==> config.mk <==
export PLATFORM = sky130hd
export DESIGN_NAME = ipv4_ethernet_frame_builder_flat
export DESIGN_NICKNAME = d
export VERILOG_FILES = /design/src/rtl/ipv4fb_pkg.sv /design/src/rtl/ipv4fb_if.sv /design/src/rtl/ipv4fb_front.sv /design/src/rtl/ipv4fb_queue.sv /design/src/rtl/ipv4fb_back.sv /design/src/rtl/ipv4_ethernet_frame_builder.sv /design/src/flat_wrapper.sv
export SDC_FILE = /design/constraint.sdc
export NUM_CORES = 1
export LEC_CHECK = 0
export BUFFER_PORTS_ARGS = -buffer_cell sky130_fd_sc_hd__buf_2
export CAP_MARGIN = 20
export CORE_UTILIZATION = 45
export DETAILED_ROUTE_END_ITERATION = 10
export GPL_TIMING_DRIVEN = 0
export SYNTH_ARGS = -nofsm -noshare
export SYNTH_HDL_FRONTEND = slang
export SYNTH_HIERARCHICAL = 1
export SYNTH_SLANG_ARGS = --single-unit
==> constraint.sdc <==
create_clock -name clock -period 8.63 [get_ports clock]
set_input_delay 1.2945 -clock clock [delete_from_list [all_inputs] [get_ports clock]]
set_output_delay 1.2945 -clock clock [all_outputs]
set_load 0.1 [all_outputs]
==> src/rtl/ipv4fb_pkg.sv <==
// Shared types and constants of the IPv4 Ethernet frame builder.
package ipv4fb_pkg;

   localparam int unsigned HDR_BYTES    = 34;
   localparam int unsigned IP_HDR_BYTES = 20;
   localparam int unsigned CSUM_WORDS   = 10;
   localparam int unsigned QUEUE_DEPTH  = 4;

   localparam logic [7:0]  ETHERTYPE_HI = 8'h08;
   localparam logic [7:0]  ETHERTYPE_LO = 8'h00;
   localparam logic [7:0]  VER_IHL      = 8'h45;
   localparam logic [7:0]  FLAGS_DF     = 8'h40;
   localparam logic [7:0]  TTL_DEFAULT  = 8'd64;

   localparam logic [31:0] LOCAL_IP_RESET  = 32'd167772687;
   localparam logic [31:0] ROUTER_IP_RESET = 32'd167772674;
   localparam logic [47:0] LOCAL_MAC_RESET = 48'd0;
   localparam logic [15:0] IDENT_RESET     = 16'd1;

   typedef enum logic [1:0] {
      CSR_LOCAL_IP  = 2'd0,
      CSR_ROUTER_IP = 2'd1,
      CSR_LOCAL_MAC = 2'd2
   } csr_index_type;

   typedef enum logic {
      CMD_START = 1'b0,
      CMD_DATA  = 1'b1
   } cmd_type;

   typedef enum logic {
      ITEM_HDR  = 1'b0,
      ITEM_DATA = 1'b1
   } item_kind_type;

   // One classified job handed from the front to the back.
   typedef struct packed {
      item_kind_type kind;
      logic [7:0]    data;
      logic          frame_last;
      logic [31:0]   next_hop;
      logic [47:0]   hop_mac;
      logic [31:0]   dest_ip;
      logic [7:0]    protocol;
      logic [15:0]   ip_total;
      logic [15:0]   ident;
   } job_type;

endpackage

==> src/rtl/ipv4fb_if.sv <==
// Channel interfaces of the IPv4 Ethernet frame builder.
interface ipv4fb_req_if;
   logic        valid;
   logic        ready;
   logic        cmd;
   logic [31:0] dest_ip;
   logic [47:0] hop_mac;
   logic [7:0]  protocol;
   logic [10:0] pay_len;
   logic [7:0]  payload_byte;

   modport source (output valid, cmd, dest_ip, hop_mac, protocol, pay_len,
                   payload_byte, input ready);
   modport sink (input valid, cmd, dest_ip, hop_mac, protocol, pay_len,
                 payload_byte, output ready);
endinterface

interface ipv4fb_rsp_if;
   logic        valid;
   logic        ready;
   logic [7:0]  frame_byte;
   logic        run_last;
   logic        frame_last;
   logic [31:0] next_hop_ip;

   modport source (output valid, frame_byte, run_last, frame_last, next_hop_ip,
                   input ready);
   modport sink (input valid, frame_byte, run_last, frame_last, next_hop_ip,
                 output ready);
endinterface

interface ipv4fb_csr_if;
   logic        valid;
   logic        ready;
   logic [1:0]  index;
   logic [47:0] data;

   modport source (output valid, index, data, input ready);
   modport sink (input valid, index, data, output ready);
endinterface

==> src/rtl/ipv4fb_front.sv <==
// Front end: accepts request transactions, tracks packet state, builds jobs.
module ipv4fb_front
   import ipv4fb_pkg::*;
#(
   parameter int unsigned MAX_PAYLOAD = 1480
) (
   input  logic          clock,
   input  logic          reset,
   ipv4fb_req_if.sink    req,
   input  logic [31:0]   local_ip,
   input  logic [31:0]   router_ip,
   input  logic          queue_full,
   output logic          push,
   output job_type       job
);

   logic [15:0] ident_ff, ident_in;
   logic [10:0] remain_ff, remain_in;
   logic [31:0] next_hop_ff, next_hop_in;
   logic        accept;
   logic        clamp;
   logic [10:0] plen;
   logic [31:0] hop;

   assign req.ready = !queue_full;
   assign accept    = req.valid && req.ready;

   always_comb begin
      clamp       = {6'd0, req.pay_len} > 17'(MAX_PAYLOAD);
      plen        = clamp ? 11'(MAX_PAYLOAD) : req.pay_len;
      hop         = (req.dest_ip[31:8] == local_ip[31:8]) ? req.dest_ip : router_ip;
      ident_in    = ident_ff;
      remain_in   = remain_ff;
      next_hop_in = next_hop_ff;
      push        = 1'b0;

      job.kind       = ITEM_DATA;
      job.data       = req.payload_byte;
      job.frame_last = (remain_ff == 11'd1);
      job.next_hop   = next_hop_ff;
      job.hop_mac    = req.hop_mac;
      job.dest_ip    = req.dest_ip;
      job.protocol   = req.protocol;
      job.ip_total   = 16'(plen) + 16'(IP_HDR_BYTES);
      job.ident      = ident_ff;

      if (accept) begin
         if (req.cmd == CMD_DATA) begin
            // drop payload bytes that arrive with no packet open
            if (remain_ff != 11'd0) begin
               push      = 1'b1;
               remain_in = remain_ff - 11'd1;
            end
         end else begin
            push           = 1'b1;
            job.kind       = ITEM_HDR;
            job.frame_last = (plen == 11'd0);
            job.next_hop   = hop;
            ident_in       = ident_ff + 16'd1;
            remain_in      = plen;
            next_hop_in    = hop;
         end
      end
   end

   always_ff @(posedge clock) begin
      if (reset) begin
         ident_ff    <= IDENT_RESET;
         remain_ff   <= 11'd0;
         next_hop_ff <= 32'd0;
      end else begin
         ident_ff    <= ident_in;
         remain_ff   <= remain_in;
         next_hop_ff <= next_hop_in;
      end
   end

endmodule

==> src/rtl/ipv4fb_queue.sv <==
// Short job queue between front and back.
module ipv4fb_queue
   import ipv4fb_pkg::*;
(
   input  logic    clock,
   input  logic    reset,
   input  logic    push,
   input  job_type push_job,
   input  logic    pop,
   output logic    full,
   output logic    head_valid,
   output job_type head_job
);

   localparam int unsigned PTR_W = $clog2(QUEUE_DEPTH);

   job_type            slot_ff [QUEUE_DEPTH];
   logic [PTR_W-1:0]   wr_ptr_ff, wr_ptr_in;
   logic [PTR_W-1:0]   rd_ptr_ff, rd_ptr_in;
   logic [PTR_W:0]     count_ff, count_in;

   assign full       = (count_ff == (PTR_W+1)'(QUEUE_DEPTH));
   assign head_valid = (count_ff != '0);
   assign head_job   = slot_ff[rd_ptr_ff];

   always_comb begin
      wr_ptr_in = push ? wr_ptr_ff + PTR_W'(1) : wr_ptr_ff;
      rd_ptr_in = pop  ? rd_ptr_ff + PTR_W'(1) : rd_ptr_ff;
      count_in  = count_ff + (PTR_W+1)'(push) - (PTR_W+1)'(pop);
   end

   always_ff @(posedge clock) begin
      if (push) begin
         slot_ff[wr_ptr_ff] <= push_job;
      end
   end

   always_ff @(posedge clock) begin
      if (reset) begin
         wr_ptr_ff <= '0;
         rd_ptr_ff <= '0;
         count_ff  <= '0;
      end else begin
         wr_ptr_ff <= wr_ptr_in;
         rd_ptr_ff <= rd_ptr_in;
         count_ff  <= count_in;
      end
   end

endmodule

==> src/rtl/ipv4fb_back.sv <==
// Back end: serializes header and payload jobs into frame bytes.
module ipv4fb_back
   import ipv4fb_pkg::*;
(
   input  logic          clock,
   input  logic          reset,
   input  logic          head_valid,
   input  job_type       head_job,
   input  logic [31:0]   local_ip,
   input  logic [47:0]   local_mac,
   output logic          pop,
   ipv4fb_rsp_if.source  rsp
);

   localparam logic [5:0] HDR_LAST = 6'(HDR_BYTES - 1);

   logic [5:0]  idx_ff, idx_in;
   logic [15:0] sum_ff, sum_in;
   logic        valid_ff, valid_in;
   logic [7:0]  byte_ff, byte_in;
   logic        rlast_ff, rlast_in;
   logic        flast_ff, flast_in;
   logic [31:0] hop_ff, hop_in;
   logic        out_free;
   logic        emit;
   logic [15:0] word;
   logic [15:0] sum_base;
   logic [16:0] sum_wide;
   logic [15:0] csum;
   logic [7:0]  hdr_byte;

   assign out_free = !valid_ff || rsp.ready;
   assign emit     = head_valid && out_free;
   assign csum     = ~sum_ff;

   // Checksum word for the current step (header order, checksum field zero).
   always_comb begin
      case (idx_ff[3:0])
         4'd0:    word = {VER_IHL, 8'h00};
         4'd1:    word = head_job.ip_total;
         4'd2:    word = head_job.ident;
         4'd3:    word = {FLAGS_DF, 8'h00};
         4'd4:    word = {TTL_DEFAULT, head_job.protocol};
         4'd5:    word = 16'h0000;
         4'd6:    word = local_ip[31:16];
         4'd7:    word = local_ip[15:0];
         4'd8:    word = head_job.dest_ip[31:16];
         4'd9:    word = head_job.dest_ip[15:0];
         default: word = 16'h0000;
      endcase
      sum_base = (idx_ff == 6'd0) ? 16'h0000 : sum_ff;
      sum_wide = {1'b0, sum_base} + {1'b0, word};
   end

   always_comb begin
      case (idx_ff)
         6'd0:    hdr_byte = head_job.hop_mac[47:40];
         6'd1:    hdr_byte = head_job.hop_mac[39:32];
         6'd2:    hdr_byte = head_job.hop_mac[31:24];
         6'd3:    hdr_byte = head_job.hop_mac[23:16];
         6'd4:    hdr_byte = head_job.hop_mac[15:8];
         6'd5:    hdr_byte = head_job.hop_mac[7:0];
         6'd6:    hdr_byte = local_mac[47:40];
         6'd7:    hdr_byte = local_mac[39:32];
         6'd8:    hdr_byte = local_mac[31:24];
         6'd9:    hdr_byte = local_mac[23:16];
         6'd10:   hdr_byte = local_mac[15:8];
         6'd11:   hdr_byte = local_mac[7:0];
         6'd12:   hdr_byte = ETHERTYPE_HI;
         6'd13:   hdr_byte = ETHERTYPE_LO;
         6'd14:   hdr_byte = VER_IHL;
         6'd15:   hdr_byte = 8'h00;
         6'd16:   hdr_byte = head_job.ip_total[15:8];
         6'd17:   hdr_byte = head_job.ip_total[7:0];
         6'd18:   hdr_byte = head_job.ident[15:8];
         6'd19:   hdr_byte = head_job.ident[7:0];
         6'd20:   hdr_byte = FLAGS_DF;
         6'd21:   hdr_byte = 8'h00;
         6'd22:   hdr_byte = TTL_DEFAULT;
         6'd23:   hdr_byte = head_job.protocol;
         6'd24:   hdr_byte = csum[15:8];
         6'd25:   hdr_byte = csum[7:0];
         6'd26:   hdr_byte = local_ip[31:24];
         6'd27:   hdr_byte = local_ip[23:16];
         6'd28:   hdr_byte = local_ip[15:8];
         6'd29:   hdr_byte = local_ip[7:0];
         6'd30:   hdr_byte = head_job.dest_ip[31:24];
         6'd31:   hdr_byte = head_job.dest_ip[23:16];
         6'd32:   hdr_byte = head_job.dest_ip[15:8];
         6'd33:   hdr_byte = head_job.dest_ip[7:0];
         default: hdr_byte = 8'h00;
      endcase
   end

   always_comb begin
      idx_in   = idx_ff;
      sum_in   = sum_ff;
      pop      = 1'b0;
      valid_in = valid_ff && !rsp.ready;
      byte_in  = byte_ff;
      rlast_in = rlast_ff;
      flast_in = flast_ff;
      hop_in   = hop_ff;

      if (emit) begin
         valid_in = 1'b1;
         hop_in   = head_job.next_hop;
         if (head_job.kind == ITEM_DATA) begin
            pop      = 1'b1;
            byte_in  = head_job.data;
            rlast_in = 1'b1;
            flast_in = head_job.frame_last;
         end else begin
            byte_in  = hdr_byte;
            rlast_in = (idx_ff == HDR_LAST);
            flast_in = (idx_ff == HDR_LAST) && head_job.frame_last;
            if (idx_ff < 6'(CSUM_WORDS)) begin
               // fold the end-around carry after every word
               sum_in = sum_wide[15:0] + 16'(sum_wide[16]);
            end
            if (idx_ff == HDR_LAST) begin
               pop    = 1'b1;
               idx_in = 6'd0;
            end else begin
               idx_in = idx_ff + 6'd1;
            end
         end
      end
   end

   always_ff @(posedge clock) begin
      if (reset) begin
         idx_ff   <= 6'd0;
         valid_ff <= 1'b0;
      end else begin
         idx_ff   <= idx_in;
         valid_ff <= valid_in;
      end
   end

   always_ff @(posedge clock) begin
      sum_ff   <= sum_in;
      byte_ff  <= byte_in;
      rlast_ff <= rlast_in;
      flast_ff <= flast_in;
      hop_ff   <= hop_in;
   end

   assign rsp.valid       = valid_ff;
   assign rsp.frame_byte  = byte_ff;
   assign rsp.run_last    = rlast_ff;
   assign rsp.frame_last  = flast_ff;
   assign rsp.next_hop_ip = hop_ff;

endmodule

==> src/rtl/ipv4_ethernet_frame_builder.sv <==
// Top level of the IPv4 Ethernet frame builder: config registers, front, queue, back.
//
//  channel   | direction | transaction carries
//  ----------+-----------+---------------------------------------------------------
//  req_port  | in        | cmd, dest_ip, hop_mac, protocol, pay_len, payload_byte
//  rsp_port  | out       | frame_byte, run_last, frame_last, next_hop_ip
//  csr_port  | in        | index (0 local_ip, 1 router_ip, 2 local_mac), data
//
//  A start transaction yields 34 frame bytes; a payload transaction yields one byte.
//  The back end's single output byte register sets the pace: one frame byte per cycle
//  while rsp_port is ready. An accepted job waits in a queue slot, then its bytes pass that register.
//  The front accepts a new transaction every cycle while the four-entry job queue
//  has room, so requests keep flowing during a header burst until the queue fills.
//  Reset is synchronous: ident restarts at 1, no packet is open, queue is empty.
//  A stalled rsp_port holds its byte; the back end and then the queue back up.
module ipv4_ethernet_frame_builder
   import ipv4fb_pkg::*;
#(
   parameter int unsigned MAX_PAYLOAD = 1480
) (
   input  logic         clock,
   input  logic         reset,
   ipv4fb_req_if.sink   req_port,
   ipv4fb_rsp_if.source rsp_port,
   ipv4fb_csr_if.sink   csr_port
);

   logic [31:0] local_ip_ff;
   logic [31:0] router_ip_ff;
   logic [47:0] local_mac_ff;
   logic        csr_write;

   logic        push;
   job_type     push_job;
   logic        pop;
   logic        queue_full;
   logic        head_valid;
   job_type     head_job;

   // Config writes are always taken; an unknown index is dropped.
   assign csr_port.ready = 1'b1;
   assign csr_write      = csr_port.valid && csr_port.ready;

   always_ff @(posedge clock) begin
      if (reset) begin
         local_ip_ff  <= LOCAL_IP_RESET;
         router_ip_ff <= ROUTER_IP_RESET;
         local_mac_ff <= LOCAL_MAC_RESET;
      end else if (csr_write) begin
         case (csr_port.index)
            CSR_LOCAL_IP:  local_ip_ff  <= csr_port.data[31:0];
            CSR_ROUTER_IP: router_ip_ff <= csr_port.data[31:0];
            CSR_LOCAL_MAC: local_mac_ff <= csr_port.data;
            default: ;
         endcase
      end
   end

   // Classify transactions, latch next hop and ident, clamp the length.
   ipv4fb_front #(
      .MAX_PAYLOAD (MAX_PAYLOAD)
   ) u_front (
      .clock      (clock),
      .reset      (reset),
      .req        (req_port),
      .local_ip   (local_ip_ff),
      .router_ip  (router_ip_ff),
      .queue_full (queue_full),
      .push       (push),
      .job        (push_job)
   );

   // Decouple the front from the byte-serial back end.
   ipv4fb_queue u_queue (
      .clock      (clock),
      .reset      (reset),
      .push       (push),
      .push_job   (push_job),
      .pop        (pop),
      .full       (queue_full),
      .head_valid (head_valid),
      .head_job   (head_job)
   );

   // Expand headers byte by byte, accumulate the checksum, pass payload through.
   ipv4fb_back u_back (
      .clock      (clock),
      .reset      (reset),
      .head_valid (head_valid),
      .head_job   (head_job),
      .local_ip   (local_ip_ff),
      .local_mac  (local_mac_ff),
      .pop        (pop),
      .rsp        (rsp_port)
   );

endmodule

==> src/flat_wrapper.sv <==
// flat-port wrapper written by rule: the top's interface ports become plain ports
module ipv4_ethernet_frame_builder_flat import ipv4fb_pkg::*;
#(
   parameter int unsigned MAX_PAYLOAD = 1480
)
  (clock, reset, req_port_valid, req_port_cmd, req_port_dest_ip, req_port_hop_mac, req_port_protocol, req_port_pay_len, req_port_payload_byte, req_port_ready, rsp_port_valid, rsp_port_frame_byte, rsp_port_run_last, rsp_port_frame_last, rsp_port_next_hop_ip, rsp_port_ready, csr_port_valid, csr_port_index, csr_port_data, csr_port_ready);
  ipv4fb_req_if req_port_i ();
  ipv4fb_rsp_if rsp_port_i ();
  ipv4fb_csr_if csr_port_i ();
  input  logic clock;
  input  logic reset;
  input wire logic [$bits(req_port_i.valid)-1:0] req_port_valid;
  input wire logic [$bits(req_port_i.cmd)-1:0] req_port_cmd;
  input wire logic [$bits(req_port_i.dest_ip)-1:0] req_port_dest_ip;
  input wire logic [$bits(req_port_i.hop_mac)-1:0] req_port_hop_mac;
  input wire logic [$bits(req_port_i.protocol)-1:0] req_port_protocol;
  input wire logic [$bits(req_port_i.pay_len)-1:0] req_port_pay_len;
  input wire logic [$bits(req_port_i.payload_byte)-1:0] req_port_payload_byte;
  output wire logic [$bits(req_port_i.ready)-1:0] req_port_ready;
  output wire logic [$bits(rsp_port_i.valid)-1:0] rsp_port_valid;
  output wire logic [$bits(rsp_port_i.frame_byte)-1:0] rsp_port_frame_byte;
  output wire logic [$bits(rsp_port_i.run_last)-1:0] rsp_port_run_last;
  output wire logic [$bits(rsp_port_i.frame_last)-1:0] rsp_port_frame_last;
  output wire logic [$bits(rsp_port_i.next_hop_ip)-1:0] rsp_port_next_hop_ip;
  input wire logic [$bits(rsp_port_i.ready)-1:0] rsp_port_ready;
  input wire logic [$bits(csr_port_i.valid)-1:0] csr_port_valid;
  input wire logic [$bits(csr_port_i.index)-1:0] csr_port_index;
  input wire logic [$bits(csr_port_i.data)-1:0] csr_port_data;
  output wire logic [$bits(csr_port_i.ready)-1:0] csr_port_ready;
  assign req_port_i.valid = req_port_valid;
  assign req_port_i.cmd = req_port_cmd;
  assign req_port_i.dest_ip = req_port_dest_ip;
  assign req_port_i.hop_mac = req_port_hop_mac;
  assign req_port_i.protocol = req_port_protocol;
  assign req_port_i.pay_len = req_port_pay_len;
  assign req_port_i.payload_byte = req_port_payload_byte;
  assign req_port_ready = req_port_i.ready;
  assign rsp_port_valid = rsp_port_i.valid;
  assign rsp_port_frame_byte = rsp_port_i.frame_byte;
  assign rsp_port_run_last = rsp_port_i.run_last;
  assign rsp_port_frame_last = rsp_port_i.frame_last;
  assign rsp_port_next_hop_ip = rsp_port_i.next_hop_ip;
  assign rsp_port_i.ready = rsp_port_ready;
  assign csr_port_i.valid = csr_port_valid;
  assign csr_port_i.index = csr_port_index;
  assign csr_port_i.data = csr_port_data;
  assign csr_port_ready = csr_port_i.ready;
  ipv4_ethernet_frame_builder #(.MAX_PAYLOAD(MAX_PAYLOAD)) u_core (.clock(clock), .reset(reset), .req_port(req_port_i), .rsp_port(rsp_port_i), .csr_port(csr_port_i));
endmodule
==> results of run 1 <==
## per-stage QoR
step / worst slack, ps / power [uW] / instances / TNS [ps]
after CTS: 1850 / 14000 / 3985 / 0
after floorplan: 2640 / 8410 / 2520 / 0
final: 1770 / 13900 / 3988 / 0
after detailed placement: 1940 / 9750 / 3810 / 0
after global routing: 1430 / 14300 / 3986 / 0
after global placement: -709 / 9740 / 3796 / -429220
## power groups by stage
stage	combinational (uW)	sequential, uW	clock (uW)
floorplan	1970	6450	0
global placement	3960	5780	0
detailed placement	4090	5660	0
CTS	4100	5570	4300
global route	4260	5620	4460
finish	4070	5570	4220
## final cells by class
class | count | area, um^2
timing repair buffer | 156 | 1070
sequential | 893 | 24900
clock inverter | 54 | 697
buffer | 253 | 1640
antenna | 3 | 7.51
tap | 1134 | 1420
inverter | 28 | 105
fill | 6982 | 39800
multi-input combinational | 1346 | 11800
clock buffer | 121 | 2570
## worst register-to-register path: cells and delay by family, from the launching register on
kind / cells / cell delay (ps)
DFF: 1 / 480
AOI/OAI and AO/OA: 8 / 1430
and+or+nand+nor: 8 / 1730
buffers and inverters: 4 / 1520
adders and majority gates: 4 / 1200
xor gates and xnor gates: 1 / 180
## cells by family (layout without fill, tap and decap cells)
group,Yosys count,in the layout,synth area share (%)
AO/OA/AOI/OAI,317,317,6.03
XOR/XNOR,72,72,1.68
adder cells (fa/ha/maj),36,36,1.21
buffers and inverters,281,612,4.53
flip-flops,893,893,64.8
multiplexers,278,278,12.5
other,2,9,0.0195
AND/OR/NAND/NOR,637,637,9.21
## per-layer routing
metal | vias to the layer above | part of all wire (%)
li1 | 10300 | -
met1 | 12100 | 42
met2 | 922 | 48
met3 | 155 | 6.8
met4 | 2 | 3.1
met5 | - | 0.0095
## registers in the layout (all words and copies together) (netlist names), named ones only
name                           flops
u_core/local_ip_ff                32
u_core/local_mac_ff               48
u_core/router_ip_ff               32
u_core/u_back/idx_ff               6
u_core/u_back/rsp.frame_byte       8
u_core/u_back/rsp.frame_last       1
u_core/u_back/rsp.next_hop_ip     32
u_core/u_back/rsp.run_last         1
u_core/u_back/rsp.valid            1
u_core/u_back/sum_ff              16
u_core/u_front/ident_ff           16
u_core/u_front/next_hop_ff        32
u_core/u_front/remain_ff          11
u_core/u_queue/count_ff            3
u_core/u_queue/rd_ptr_ff           2
u_core/u_queue/slot_ff           648
u_core/u_queue/wr_ptr_ff           2
## placed cells by master, fill, tap and decap left out, types with 6 or more instances in the layout
| cell | Yosys | routed |
|---|---|---|
| a211oi_1 | 36 | 36 |
| a21o_1 | 9 | 9 |
| a21oi_1 | 36 | 36 |
| a221oi_1 | 22 | 22 |
| a222oi_1 | 9 | 9 |
| a22o_1 | 19 | 19 |
| a22oi_1 | 90 | 90 |
| and2_1 | 32 | 28 |
| and3_1 | 28 | 28 |
| buf_16 | 0 | 12 |
| buf_2 | 44 | 186 |
| buf_4 | 112 | 113 |
| buf_6 | 28 | 28 |
| bufinv_16 | 0 | 13 |
| clkbuf_1 | 61 | 77 |
| clkbuf_16 | 0 | 95 |
| clkbuf_8 | 0 | 10 |
| clkinv_1 | 0 | 13 |
| clkinv_2 | 0 | 14 |
| conb_1 | 2 | 6 |
| dfxtp_1 | 187 | 187 |
| edfxtp_1 | 706 | 706 |
| ha_1 | 34 | 34 |
| inv_1 | 26 | 25 |
| mux2i_1 | 116 | 116 |
| mux4_2 | 162 | 162 |
| nand2_1 | 68 | 68 |
| nand2b_1 | 156 | 156 |
| nand3_1 | 35 | 35 |
| nand4_1 | 22 | 22 |
| nor2_1 | 113 | 113 |
| nor2b_1 | 13 | 13 |
| nor3_1 | 49 | 48 |
| nor4_1 | 72 | 72 |
| o2111ai_1 | 7 | 7 |
| o21ai_0 | 38 | 38 |
| o21ai_1 | 7 | 7 |
| or3_1 | 13 | 13 |
| xnor2_1 | 28 | 28 |
| xor2_1 | 43 | 43 |
## worst max-delay path by stage
| stage | startpoint | end | slack, ps | cells after the start |
|---|---|---|---|---|
| 2_1_floorplan | req_port_valid | u_core/u_queue/slot_ff[0][0]$_DFFE_PP_ | 2640 | 4 |
| 3_3_place_gp | req_port_valid | u_core/u_queue/slot_ff[0][96]$_DFFE_PP_ | -710 | 5 |
| 3_5_place_dp | u_core/u_back/idx_ff[1]$_SDFFE_PP0P_ | u_core/u_back/sum_ff[15]$_DFFE_PP_ | 1940 | 25 |
| 4_1_cts | u_core/u_back/idx_ff[1]$_SDFFE_PP0P_ | u_core/u_back/sum_ff[15]$_DFFE_PP_ | 1850 | 25 |
| 5_1_grt | u_core/u_back/idx_ff[1]$_SDFFE_PP0P_ | u_core/u_back/sum_ff[15]$_DFFE_PP_ | 1430 | 25 |
| 6_report | u_core/u_back/idx_ff[1]$_SDFFE_PP0P_ | u_core/u_back/sum_ff[15]$_DFFE_PP_ | 1770 | 25 |
==> flow_metrics.env, run 1 <==
export IMPL_outcome="finished clean"
export IMPL_start_util_pct=45.8
export IMPL_critPathCaptureType="flop"
export IMPL_drc=0
export IMPL_arrival_ps=7230
export IMPL_first_iter_violations=2132
export IMPL_hpwl_mm=86.5
export IMPL_vias=23400
export IMPL_cap_viol_max_count=0
export IMPL_synth_distinct_cells=79
export IMPL_h_tree_depth=3
export IMPL_use_met1_pct=37.3
export IMPL_synth_ff_type="edfxtp_1"
export IMPL_antenna_found_initial=5
export IMPL_io_pins=208
export IMPL_cp_max_fo=10
export IMPL_r2r_end="u_core/u_back/sum_ff[15]$_DFFE_PP_"
export IMPL_yosys_area_top_type="edfxtp_1"
export IMPL_ys_seq_area_share_pct=64.8
export IMPL_rows=106
export IMPL_critPathRequiredTime_ps=9000
export IMPL_grt_busiest_layer="met2"
export IMPL_hold_end="u_core/router_ip_ff[28]$_SDFFE_PP0P_"
export IMPL_die_w_um=294
export IMPL_p_comb_share_pct=29.4
export IMPL_cts_made_buffers=94
export IMPL_placed_cell_area_mm2=0.0410
export IMPL_postCtsSetupRepairBufs=0
export IMPL_cts_resized=0
export IMPL_period_minus_slack_ps=6860
export IMPL_synth_top_area_share_pct=55.1
export IMPL_syn_to_final_growth_pct=15.1
export IMPL_p_clk_share_pct=30.4
export IMPL_crit_family="simple AND/OR/NAND/NOR gates"
export IMPL_ctsRootBufferMaster="clkbuf_16"
export IMPL_holdWs_ps=485
export IMPL_gr_usage_met3_pct=4.25
export IMPL_final_area_mm2=0.0443
export IMPL_cpPeakStageDelay_ps=490
export IMPL_hold_violations=0
export IMPL_r2r_slack_ps=1770
export IMPL_start_kind="flop"
export IMPL_cts_tree="built"
export IMPL_drv_slew=0
export IMPL_track_usage_pct=26.9
export IMPL_fmax_ghz=0.146
export IMPL_critPathBufInv=4
export IMPL_p_per_area_mw_per_mm2=313
export IMPL_place_congestion=0.982
export IMPL_setup_viol=0
export IMPL_layout_drive_gt1_share_pct=24.0
export IMPL_ant_nets=0
export IMPL_clockBufferDepth=3
export IMPL_io_buffers=142
export IMPL_met2_usage_pct=43.4
export IMPL_async_reset_ff_share_pct=0
export IMPL_dieArea_mm2=0.0867
export IMPL_synth_edf_count=706
export IMPL_nNetsFinal=2971
export IMPL_worstMarginPinSlew_ps=1200
export IMPL_sequentialPowerShare_pct=40.2
export IMPL_die_h_um=294
export IMPL_p_sw_uw=4680
export IMPL_vdd_drop_max_v=0.000276
export IMPL_grt_pass1_vias=23200
export IMPL_grt_ovfl_total=0
export IMPL_synthesis_area_mm2=0.0385
export IMPL_hold_class="flop to flop"
export IMPL_synthTopCellsByArea="edfxtp_1 55%, dfxtp_1 9.7%, mux4_2 9.5%"
export IMPL_synth_seq_cells=893
export IMPL_insertion_delay_ps=670
export IMPL_leakage_uw=0.0154
export IMPL_core_area_mm2=0.0841
export IMPL_rr_startpoint="u_core/u_back/idx_ff[1]$_SDFFE_PP0P_"
export IMPL_ff2ff_path_depth=25
export IMPL_ys_warn_count=6
export IMPL_relSlewSlack_pct=19.5
export IMPL_wl_per_cell_um=29.1
export IMPL_cts_sinks=893
export IMPL_netlist_instances=2516
export IMPL_hold_buffers=0
export IMPL_switching_share_pct=33.8
export IMPL_crit_slowest_cell="clkbuf_1"
export IMPL_grt_max_degree=57
export IMPL_post_synth_top_count_cell="edfxtp_1"
export IMPL_clk_pin_slew_ps=80
export IMPL_worstHoldStart="u_core/router_ip_ff[28]$_SDFFE_PP0P_"
export IMPL_wl_mm=116
export IMPL_dr_pass1_iters=7
export IMPL_p_int_uw=9180
export IMPL_path_class="flop to flop"
export IMPL_final_util_pct=52.7
export IMPL_fin_crit_sh_pct=79.5
export IMPL_syn_avg_cell_area_um2=15.3
export IMPL_via_per_inst=5.87
export IMPL_ys_top_cells_by_count="706 x edfxtp_1, 187 x dfxtp_1, 162 x mux4_2"
export IMPL_rsz0062_at_grt="false"
export IMPL_clock_skew_ps=52.0
export IMPL_hold_path_depth=2
export IMPL_grt_pass1_wl_mm=165
No activity file was read; power rests on OpenSTA's default activity.
==> inputs of run 2 (changes only) <==
- ABC_AREA: unset -> 1
- clock period: 8.63 -> 7.21 ns (I/O delays scaled with it)
==> run 2 against run 1 <==
Sequential cell count unchanged. Sequential power increased by 20%. Sequential share of layout area decreased by 3.8 points. Power increased by 30%. Synthesized cell count increased by 77%. Area after synthesis increased by 8.9%. Highest routed layer is now met4. Critical path depth increased by 4.
==> flow_metrics.env, run 2 <==
export IMPL_cp_common_cell="nand2_1"
export IMPL_p_comb_share_pct=36.1
export IMPL_layout_drive_gt1_share_pct=13.7
export IMPL_post_synth_top_count_cell="nand2_1"
export IMPL_wl_met3_mm=8.66
export IMPL_synthTopCellsByArea="edfxtp_1 51%, nand2_1 9.8%, dfxtp_1 8.9%"
export IMPL_async_reset_ff_share_pct=0
export IMPL_grt_pass1_wl_mm=192
export IMPL_synth_distinct_cells=56
export IMPL_drv_slew=0
export IMPL_clock_skew_ps=34.6
export IMPL_relSlewSlack_pct=27.5
export IMPL_clk_pin_slew_ps=60
export IMPL_dr_wl_met2_mm=60.9
export IMPL_p_int_uw=10800
export IMPL_h_tree_depth=3
export IMPL_core_area_mm2=0.0919
export IMPL_synth_top_area_share_pct=50.6
export IMPL_cap_viol_max_count=0
export IMPL_clockBufferDepth=3
export IMPL_setup_viol=0
export IMPL_final_cell_count_no_fill=6033
export IMPL_layout_commonest_cell="nand2_1"
export IMPL_first_iter_violations=3237
export IMPL_switching_share_pct=40.0
export IMPL_drc=0
export IMPL_cts_tree="built"
export IMPL_hold_violations=0
export IMPL_via_per_inst=5.18
export IMPL_synth_ff_type="edfxtp_1"
export IMPL_syn_avg_cell_area_um2=9.41
export IMPL_die_w_um=307
export IMPL_antenna_found_initial=12
export IMPL_postCtsSetupRepairBufs=0
export IMPL_dp_cells=5849
export IMPL_outcome="finished clean"
export IMPL_syn_to_final_growth_pct=13.3
export IMPL_nNetsFinal=4902
export IMPL_insertion_delay_ps=690
export IMPL_synth_edf_count=706
export IMPL_regArea_mm2=0.0249
export IMPL_rows=111
export IMPL_hold_class="flop to flop"
export IMPL_p_sw_uw=7210
export IMPL_dr_pass1_iters=8
export IMPL_ys_warn_count=6
export IMPL_vdd_drop_max_v=0.000231
export IMPL_start_util_pct=45.6
export IMPL_fin_crit_sh_pct=80.0
export IMPL_worstMarginPinSlew_ps=1080
export IMPL_arrival_ps=6180
export IMPL_grt_ovfl_total=0
export IMPL_top_register="u_core/u_queue/slot_ff"
export IMPL_p_per_area_mw_per_mm2=380
export IMPL_io_pins=208
export IMPL_critPathRequiredTime_ps=7620
export IMPL_synth_seq_cells=893
export IMPL_p_clk_share_pct=26.7
export IMPL_wl_mm=133
export IMPL_top_layer="met4"
export IMPL_worstHoldStart="u_core/u_queue/rd_ptr_ff[1]$_SDFFE_PP0P_"
export IMPL_cp_max_fo=10
export IMPL_start_kind="flop"
export IMPL_cpPeakStageDelay_ps=720
export IMPL_grt_max_degree=97
export IMPL_grt_pass1_vias=28800
export IMPL_synthesis_area_mm2=0.0419
export IMPL_dieArea_mm2=0.0943
export IMPL_track_usage_pct=27.9
export IMPL_n_fill_cell=8517
export IMPL_crit_slowest_cell="a221oi_1"
export IMPL_place_congestion=1.07
export IMPL_hpwl_mm=97.2
export IMPL_cts_sinks=893
export IMPL_ant_nets=0
export IMPL_vias=31200
export IMPL_layout_common_cells="1093 x nand2_1, 706 x edfxtp_1, 703 x inv_1"
export IMPL_rsz0062_at_grt="false"
export IMPL_wl_per_cell_um=22.1
export IMPL_critPathCaptureType="flop"
export IMPL_io_buffers=141
export IMPL_netlist_instances=4453
export IMPL_top_regs="u_core/u_queue/slot_ff: 648 flops, u_core/local_mac_ff: 48 flops"
export IMPL_largest_reg_flops=648
export IMPL_hold_buffers=0
export IMPL_met1_length_mm=58.0
export IMPL_setup_tns_ps=0
export IMPL_period_minus_slack_ps=5770
export IMPL_ys_top_cells_by_count="1093 x nand2_1, 708 x inv_1, 706 x edfxtp_1"
export IMPL_die_h_um=307
export IMPL_multiInputGateArea_mm2=0.0123
export IMPL_leakage_uw=0.0203
export IMPL_ctsRootBufferMaster="clkbuf_16"
export IMPL_cts_resized=0
export IMPL_ys_seq_area_share_pct=59.5
export IMPL_yosys_area_top_type="edfxtp_1"
export IMPL_fmax_ghz=0.173
export IMPL_path_class="flop to flop"
export IMPL_sequentialPowerShare_pct=37.2
export IMPL_cts_made_buffers=95
-- run 2: cell types whose count changed in the layout (fill, tap and decap cells not counted), moves of 131 or more --
cell      before   now
a21oi_1       36   243
inv_1         25   703
o211ai_1       4   164
nand3_1       35   166
nor2_1       113   363
mux4_2       162     0
nand2_1       68  1093
o21ai_1        7   154
nand2b_1     156     0
-- run 2: power groups by stage --
stage / logic (uW) / clock network (uW) / registers [uW]
final: 6520 / 4820 / 6710
after global placement: 6350 / 0 / 6950
after floorplan: 3220 / 0 / 7760
after detailed placement: 6450 / 0 / 6810
after global routing: 6940 / 5080 / 6760
after CTS: 6470 / 4900 / 6710
-- run 2: metal layers --
layer,vias up,global-route usage (%)
met5,-,0
met4,0,11.4
met3,213,3.65
met2,1191,43.7
met1,14800,39.3
li1,15000,-
-- run 2: cell families after synthesis --
kind of cell / synth area share, %
xor+xnor: 0.460
flops: 59.5
other cells: 0.0179
buf+inv: 11.2
fa+ha+maj: 1.11
simple gates: 17.9
compound gates: 9.76
-- run 2: cell type report --
type	instances	share of cell area, %
clock inverters	37	0.796
plain buffers	289	4.12
repair buffers	149	1.80
flip-flops and latches	893	52.6
inverters	727	5.82
diodes	8	0.0422
multi-input cells	2548	25.9
clock buffers	139	5.72
well taps	1243	3.28
-- run 2: critical path: cells and delay by family (launching register included) --
kind | cells | cell delay (ps)
DFF | 1 | 300
buffers and inverters | 5 | 1020
adders and majority gates | 3 | 880
AOI/OAI and AO/OA | 5 | 1160
and+or+nand+nor | 16 | 2090
-- run 2: path summary, 6_finish.rpt --
path	endpoint	slack, ps	cells past startpoint
max	u_core/u_back/sum_ff[14]$_DFFE_PP_	1440	29
min	flop	460	2
max reg2reg	u_core/u_back/sum_ff[14]$_DFFE_PP_	1440	29
min reg2reg	flop	460	2
-- run 2: per-stage QoR --
stage          cell area [um^2]  total power (uW)  utilization, %  worst slack, ps  hold slack (ps)
2_1_floorplan             41900             11000               -             2000              436
3_3_place_gp              44200             13300            48.0            -1100              454
3_5_place_dp              44400             13300            48.2             1580              457
4_1_cts                   47400             18100            51.6             1550              466
5_1_grt                   47500             18800            51.6             1130              480
6_report                  47500             18000            51.6             1440              464
